## config.mk

```make
export PLATFORM = sky130hd
export DESIGN_NAME = signed_binary_to_decimal_ascii
export DESIGN_NICKNAME = d
export VERILOG_FILES = /design/src/rtl/sbda_pkg.sv /design/src/rtl/sbda_dabble_step.sv /design/src/rtl/signed_binary_to_decimal_ascii.sv
export SDC_FILE = /design/constraint.sdc
export NUM_CORES = 1
export LEC_CHECK = 0
export ABC_AREA = 1
export BUFFER_PORTS_ARGS = -buffer_cell sky130_fd_sc_hd__clkbuf_2
export CELL_PAD_IN_SITES_DETAIL_PLACEMENT = 1
export CELL_PAD_IN_SITES_GLOBAL_PLACEMENT = 2
export CORE_MARGIN = 4
export CORE_UTILIZATION = 39
export CTS_CLUSTER_SIZE = 10
export DETAILED_ROUTE_END_ITERATION = 6
export HOLD_SLACK_MARGIN = 0.06
export PLACE_DENSITY_LB_ADDON = 0.1
export SETUP_SLACK_MARGIN = 0.2
export SYNTH_ARGS = -nofsm -noshare
export SYNTH_HDL_FRONTEND = slang
export SYNTH_SLANG_ARGS = --single-unit
```

## constraint.sdc

```tcl
create_clock -name i_clk -period 7.6 [get_ports i_clk]
set_input_delay 0.76 -clock i_clk [delete_from_list [all_inputs] [get_ports i_clk]]
set_output_delay 0.76 -clock i_clk [all_outputs]
set_load 0.1 [all_outputs]
```

## src/rtl/sbda_pkg.sv

```systemverilog
`timescale 1ns / 1ps
// ----------------------------------------------------------------------------
// sbda_pkg
// Shared types and constants for the signed binary to decimal ASCII converter.
// ----------------------------------------------------------------------------
package sbda_pkg;

    localparam int          VALUE_WIDTH  = 16;
    localparam int          DIGIT_BITS   = 4;
    // decimal digits needed for the largest magnitude, 2^(VALUE_WIDTH-1)
    localparam int          NUM_DIGITS   = (VALUE_WIDTH * 30103) / 100000 + 1;
    localparam int          BCD_W        = DIGIT_BITS * NUM_DIGITS;
    localparam logic [3:0]  BCD_ADJ_MIN  = 4'd5;
    localparam logic [3:0]  BCD_ADJ_ADD  = 4'd3;
    localparam logic [7:0]  ASCII_ZERO   = 8'h30;
    localparam logic [7:0]  ASCII_MINUS  = 8'h2D;

    // one input sample
    typedef struct packed {
        logic signed [VALUE_WIDTH-1:0] value;
        logic [7:0]                    delimiter;
    } t_item;

    // one emitted byte
    typedef struct packed {
        logic [7:0] character;
        logic       last;
    } t_result;

endpackage

```

## src/rtl/sbda_dabble_step.sv

```systemverilog
`timescale 1ns / 1ps
// ----------------------------------------------------------------------------
// sbda_dabble_step
// One shift-add-3 step: adjusts every BCD digit that is 5 or more by 3, then
// shifts the BCD and binary registers left by one as a single word.
// ----------------------------------------------------------------------------
module sbda_dabble_step
    import sbda_pkg::*;
(
    input  logic [BCD_W-1:0]       i_bcd,
    input  logic [VALUE_WIDTH-1:0] i_bin,
    output logic [BCD_W-1:0]       o_bcd,
    output logic [VALUE_WIDTH-1:0] o_bin
);

    logic [BCD_W-1:0] w_adj;

    // add-3 correction, each digit on its own
    always_comb begin
        for (int d = 0; d < NUM_DIGITS; d++) begin
            if (i_bcd[d*DIGIT_BITS +: DIGIT_BITS] >= BCD_ADJ_MIN) begin
                w_adj[d*DIGIT_BITS +: DIGIT_BITS] =
                    i_bcd[d*DIGIT_BITS +: DIGIT_BITS] + BCD_ADJ_ADD;
            end else begin
                w_adj[d*DIGIT_BITS +: DIGIT_BITS] = i_bcd[d*DIGIT_BITS +: DIGIT_BITS];
            end
        end
    end

    // shift the binary MSB into the BCD word
    assign o_bcd = {w_adj[BCD_W-2:0], i_bin[VALUE_WIDTH-1]};
    assign o_bin = {i_bin[VALUE_WIDTH-2:0], 1'b0};

endmodule

```

## src/rtl/signed_binary_to_decimal_ascii.sv

```systemverilog
`timescale 1ns / 1ps
// ----------------------------------------------------------------------------
// signed_binary_to_decimal_ascii
// Converts a signed value to decimal ASCII, most significant digit first,
// without leading zeros, with a leading '-' for negatives, then the delimiter.
//
// Channel   Direction  Handshake            Payload
// input     in         start / busy         i_item.value, i_item.delimiter
// result    out        o_valid (strobe)     o_result.character, o_result.last
//
// Sequence: a transfer at an idle edge starts the item; busy then stays high
// through the shift-add-3 steps, a sign state, a scan that drops leading
// zeros, the digit output and a delimiter state, and a new transfer is taken
// only back in idle; the length of an item does not depend on the value.
// Reset clears the sequencer and the strobe. The receiver cannot stall; each
// result is valid on o_result only in the single cycle that o_valid marks.
// ----------------------------------------------------------------------------
module signed_binary_to_decimal_ascii
    import sbda_pkg::*;
(
    input  logic    i_clk,
    input  logic    i_rst_n,
    input  logic    start,
    input  t_item   i_item,
    output logic    busy,
    output logic    o_valid,
    output t_result o_result
);

    localparam int BIT_CNT_W  = $clog2(VALUE_WIDTH + 1);
    localparam int DIG_CNT_W  = $clog2(NUM_DIGITS + 1);

    localparam logic [2:0] S_IDLE  = 3'd0;
    localparam logic [2:0] S_CONV  = 3'd1;
    localparam logic [2:0] S_SIGN  = 3'd2;
    localparam logic [2:0] S_SCAN  = 3'd3;
    localparam logic [2:0] S_DIGIT = 3'd4;
    localparam logic [2:0] S_DELIM = 3'd5;

    logic [2:0]             r_state,  n_state;
    logic [BIT_CNT_W-1:0]   r_bits,   n_bits;
    logic [DIG_CNT_W-1:0]   r_digs,   n_digs;
    logic [VALUE_WIDTH-1:0] r_bin,    n_bin;
    logic [BCD_W-1:0]       r_bcd,    n_bcd;
    logic                   r_neg,    n_neg;
    logic [7:0]             r_delim,  n_delim;
    logic                   r_valid,  n_valid;
    t_result                r_result, n_result;

    logic [BCD_W-1:0]       w_step_bcd;
    logic [VALUE_WIDTH-1:0] w_step_bin;
    logic [DIGIT_BITS-1:0]  w_top;
    logic [BCD_W-1:0]       w_bcd_shl;

    sbda_dabble_step u_step (
        .i_bcd (r_bcd),
        .i_bin (r_bin),
        .o_bcd (w_step_bcd),
        .o_bin (w_step_bin)
    );

    // most significant remaining digit, and the word with it shifted out
    assign w_top     = r_bcd[BCD_W-1 -: DIGIT_BITS];
    assign w_bcd_shl = {r_bcd[BCD_W-DIGIT_BITS-1:0], {DIGIT_BITS{1'b0}}};

    // sequencer
    always_comb begin
        n_state  = r_state;
        n_bits   = r_bits;
        n_digs   = r_digs;
        n_bin    = r_bin;
        n_bcd    = r_bcd;
        n_neg    = r_neg;
        n_delim  = r_delim;
        n_valid  = 1'b0;
        n_result = r_result;
        unique case (r_state)
            S_IDLE: begin
                if (start) begin
                    // magnitude; the most negative value lands on the sign bit
                    n_neg   = i_item.value[VALUE_WIDTH-1];
                    n_bin   = i_item.value[VALUE_WIDTH-1] ? (~i_item.value + 1'b1)
                                                          : i_item.value;
                    n_bcd   = '0;
                    n_delim = i_item.delimiter;
                    n_bits  = BIT_CNT_W'(VALUE_WIDTH);
                    n_state = S_CONV;
                end
            end
            S_CONV: begin
                n_bcd  = w_step_bcd;
                n_bin  = w_step_bin;
                n_bits = r_bits - 1'b1;
                if (r_bits == BIT_CNT_W'(1)) begin
                    n_digs  = DIG_CNT_W'(NUM_DIGITS);
                    n_state = S_SIGN;
                end
            end
            S_SIGN: begin
                if (r_neg) begin
                    n_valid            = 1'b1;
                    n_result.character = ASCII_MINUS;
                    n_result.last      = 1'b0;
                end
                n_state = S_SCAN;
            end
            S_SCAN: begin
                // drop leading zeros, keep at least one digit
                if (w_top == '0 && r_digs != DIG_CNT_W'(1)) begin
                    n_bcd  = w_bcd_shl;
                    n_digs = r_digs - 1'b1;
                end else begin
                    n_state = S_DIGIT;
                end
            end
            S_DIGIT: begin
                n_valid            = 1'b1;
                n_result.character = ASCII_ZERO | {4'b0000, w_top};
                n_result.last      = 1'b0;
                n_bcd              = w_bcd_shl;
                n_digs             = r_digs - 1'b1;
                if (r_digs == DIG_CNT_W'(1)) begin
                    n_state = S_DELIM;
                end
            end
            S_DELIM: begin
                n_valid            = 1'b1;
                n_result.character = r_delim;
                n_result.last      = 1'b1;
                n_state            = S_IDLE;
            end
            default: begin
                n_state = S_IDLE;
            end
        endcase
    end

    // control registers
    always_ff @(posedge i_clk) begin
        if (!i_rst_n) begin
            r_state <= S_IDLE;
            r_valid <= 1'b0;
        end else begin
            r_state <= n_state;
            r_valid <= n_valid;
        end
    end

    // datapath registers
    always_ff @(posedge i_clk) begin
        r_bits   <= n_bits;
        r_digs   <= n_digs;
        r_bin    <= n_bin;
        r_bcd    <= n_bcd;
        r_neg    <= n_neg;
        r_delim  <= n_delim;
        r_result <= n_result;
    end

    assign busy     = (r_state != S_IDLE);
    assign o_valid  = r_valid;
    assign o_result = r_result;

endmodule
```

==> impl_results.md <==
- Clk network pwr share: around a fifth
- Syn Nets: 440
- CTS HTree Levels: 3
- Int Pwr: 0.952 mW
- Syn Area/Cell: 9.05 um2
- Worst setup SP type: register
- Top cell type's share of synthesized area: 51.8%
- Final setup violation count: 0
- Initial antenna violation count: 0
- Grt total ovfl: 0
- TritonCTS buffer count: 9
- FF+latch count, synth: 66
- Mapped cell area: 0.00359 mm2
- Critical path arrival: 1.50 ns
- Vias in the first global route: 2864
- Post-synth top cells: nand2_1, edfxtp_1, inv_1
- Die height: 104 um
- Clock buffer depth: 2
- Setup TNS: 0 ns
- CP endpoint kind: output pin
- Post-CTS setup buffer count: 0
- Hold Crit Endpoint: o_result[6]
- Critical Path Fanout Max: 6
- Yosys Warn Count: 0
- Share of layout cells above drive strength 1: 15.6%
- Core area: 0.00885 mm2
- CP startpoint: r_state[2]
- Post-synth top area cell: edfxtp_1
- DR pass1 iterations: 4
- Min-Delay Path Depth: 1
- Sw frac: 40.4%
- Slew HR: between 20 and 30%
- Synth-to-layout area growth: 13.6%
- Final Hold Fails: 0
- Num ports: 38
- Hold WC Path Type: register to register
- Mapped Cells: 397
- Core Util, Final: 46.1%
- Slew Viols, Final: 0
- Reg2reg start: r_bcd[16]
- Leak pwr: 1.74 nW
- Vias: between 2000 and 3000
- Clock tree root buffer cell: clkbuf_8
- P_sw: 0.644 mW
- Ys flop type: edfxtp_1
- Max cap viols: 0
- DRC viols: 0
- Global-route wire length before repair: 13600 um
- Worst Path Required: 6.84 ns
- Routed WL: 7930 um
- Largest net degree at the start of global routing: 38
- Most frequent cell after synthesis: nand2_1
- Routability cong.: around 0.74
- IO buf count: 37
- Worst Tran Pin Value: 1.07 ns
- Clock skew: 0.00927 ns
- Number of enable flip-flop cells after synthesis: just over 60
- Flop pwr share: a little over two fifths
- R2R Setup Slk: 5.50 ns
- WL per Instance: 14.4 um
- Clock slew at reported path FFs: 0.08 ns
- First DRT Iteration DRCs: 74
- # nets final: 480
- Fin crit period: 2.26 ns
- ANT cells: 0
- Number of core rows: 34
- GR Util All Layers: around 15%
- Max VDD drop: around 120 uV
- Path depth of the worst reg2reg path: 5
- Antenna viol nets, final: 0
- CP Class: register to output pin
- P per Cell Area: 391 mW/mm2
- Cts repair resizes: 0
- Async S/R FF share, synth: 0%
- Outcome: completed
- Fillers: 1049
- Clock Latency Late Sink: about 0.34 ns
- Sequential fraction of the synthesis area: 54.0%
- Die Wd: 104 um
- Netlist cell types: 31
- Reg2reg end: r_bcd[0]
- Max Fclk: 442 MHz
- Effective utilization at floorplan: 40.6%
- CTS Sinks: between 60 and 70
- Area contributors post-synth: edfxtp_1, nand2_1, ha_1, o21ai_0, inv_1
- Hold Startpoint: r_delim[5]
- Hold Buf Count CTS: 0
- Part of the cycle the worst path needs: 29.8%
- RSZ-0062 raised after global routing: no
- DP Wirelength: 5870 um
- Die area: 0.0108 mm2
- TritonCTS clock tree: built
- Combinational Power Share: 37.6%
- Avg Vias per Cell: approximately 5
[cell families after synthesis]
logic type / synth area share, %
simple gates: 21.1
compound gates: 10.4
flops: 54.0
buf+inv: 6.48
fa+ha+maj: 5.57
xor+xnor: 2.44
[power groups by stage]
stage	registers, mW	clock network, mW	logic (mW)
finish	0.681	0.315	0.601
global route	0.702	0.334	0.691
CTS	0.683	0.323	0.614
detailed placement	0.691	0	0.612
global placement	0.687	0	0.593
floorplan	0.712	0	0.424
[worst max-delay path: stages (launching register included)]
cell	delay [ns]
dfxtp_1	0.45
inv_2	0.11
nand2_1	0.13
clkbuf_2	0.47
[area by class of cell]
type,count,area (um2),share of cell area (%)
Sequential cell,66,1940,47.6
Inverter,51,191,4.69
Multi-Input combinational cell,272,1420,34.8
Tap cell,108,135,3.31
Timing Repair Buffer,37,185,4.54
Clock inverter,6,82.6,2.02
Clock buffer,9,124,3.03
[metrics by stage]
stage	std cells	setup WS [ns]	hold WS [ns]	total power, mW	instance area (um2)
2_1_floorplan	397	4.29	0.476	1.14	3590
3_3_place_gp	534	5.32	0.492	1.28	3880
3_5_place_dp	534	5.27	0.500	1.30	3880
4_1_cts	549	5.31	0.518	1.62	4080
5_1_grt	549	5.27	0.546	1.73	4080
6_report	549	5.34	0.513	1.60	4080
[placed cells by master, fill, tap and decap left out]
cell / instances
nand2_1: 85
edfxtp_1: 62
inv_1: 46
nor2_1: 44
clkbuf_2: 37
o21ai_0: 35
nand3_1: 29
a21oi_1: 18
ha_1: 16
o22ai_1: 9
clkbuf_8: 9
xor2_1: 6
or2_2: 6
inv_2: 5
xnor2_1: 4
dfxtp_1: 4
nor3_1: 3
nand3b_1: 3
clkinv_2: 3
nor2_2: 2
bufinv_16: 2
nand2_2: 1
nor2_4: 1
nand3_2: 1
nand4_1: 1
a21o_1: 1
a31oi_1: 1
o211ai_1: 1
or2_1: 1
o21ai_2: 1
o2111a_1: 1
o211a_1: 1
o21ai_1: 1
clkinvlp_4: 1
[flip-flops by register name (all words and copies together), names as in the netlist]
name / count
r_bcd: 20
r_bin: 16
o_result: 9
r_delim: 8
r_bits: 5
r_digs: 3
r_state: 3
o_valid: 1
r_neg: 1
[worst max path at each step]
stage          endpoint  slack, ns  cells past startpoint
2_1_floorplan  r_bin[0]       4.29                      3
3_3_place_gp   r_bcd[2]       5.32                      4
3_5_place_dp   r_bcd[4]       5.27                      4
4_1_cts            busy       5.31                      3
5_1_grt            busy       5.27                      3
6_report           busy       5.34                      3
[routing by layer]
metal / routed length [um] / global-route usage (%)
met1: 3740 / 19.9
met2: 3840 / 25.6
met3: 226 / 2.55
met4: 117 / 5.70
met5: 0 / 0
(Power assumes the default switching activity.)
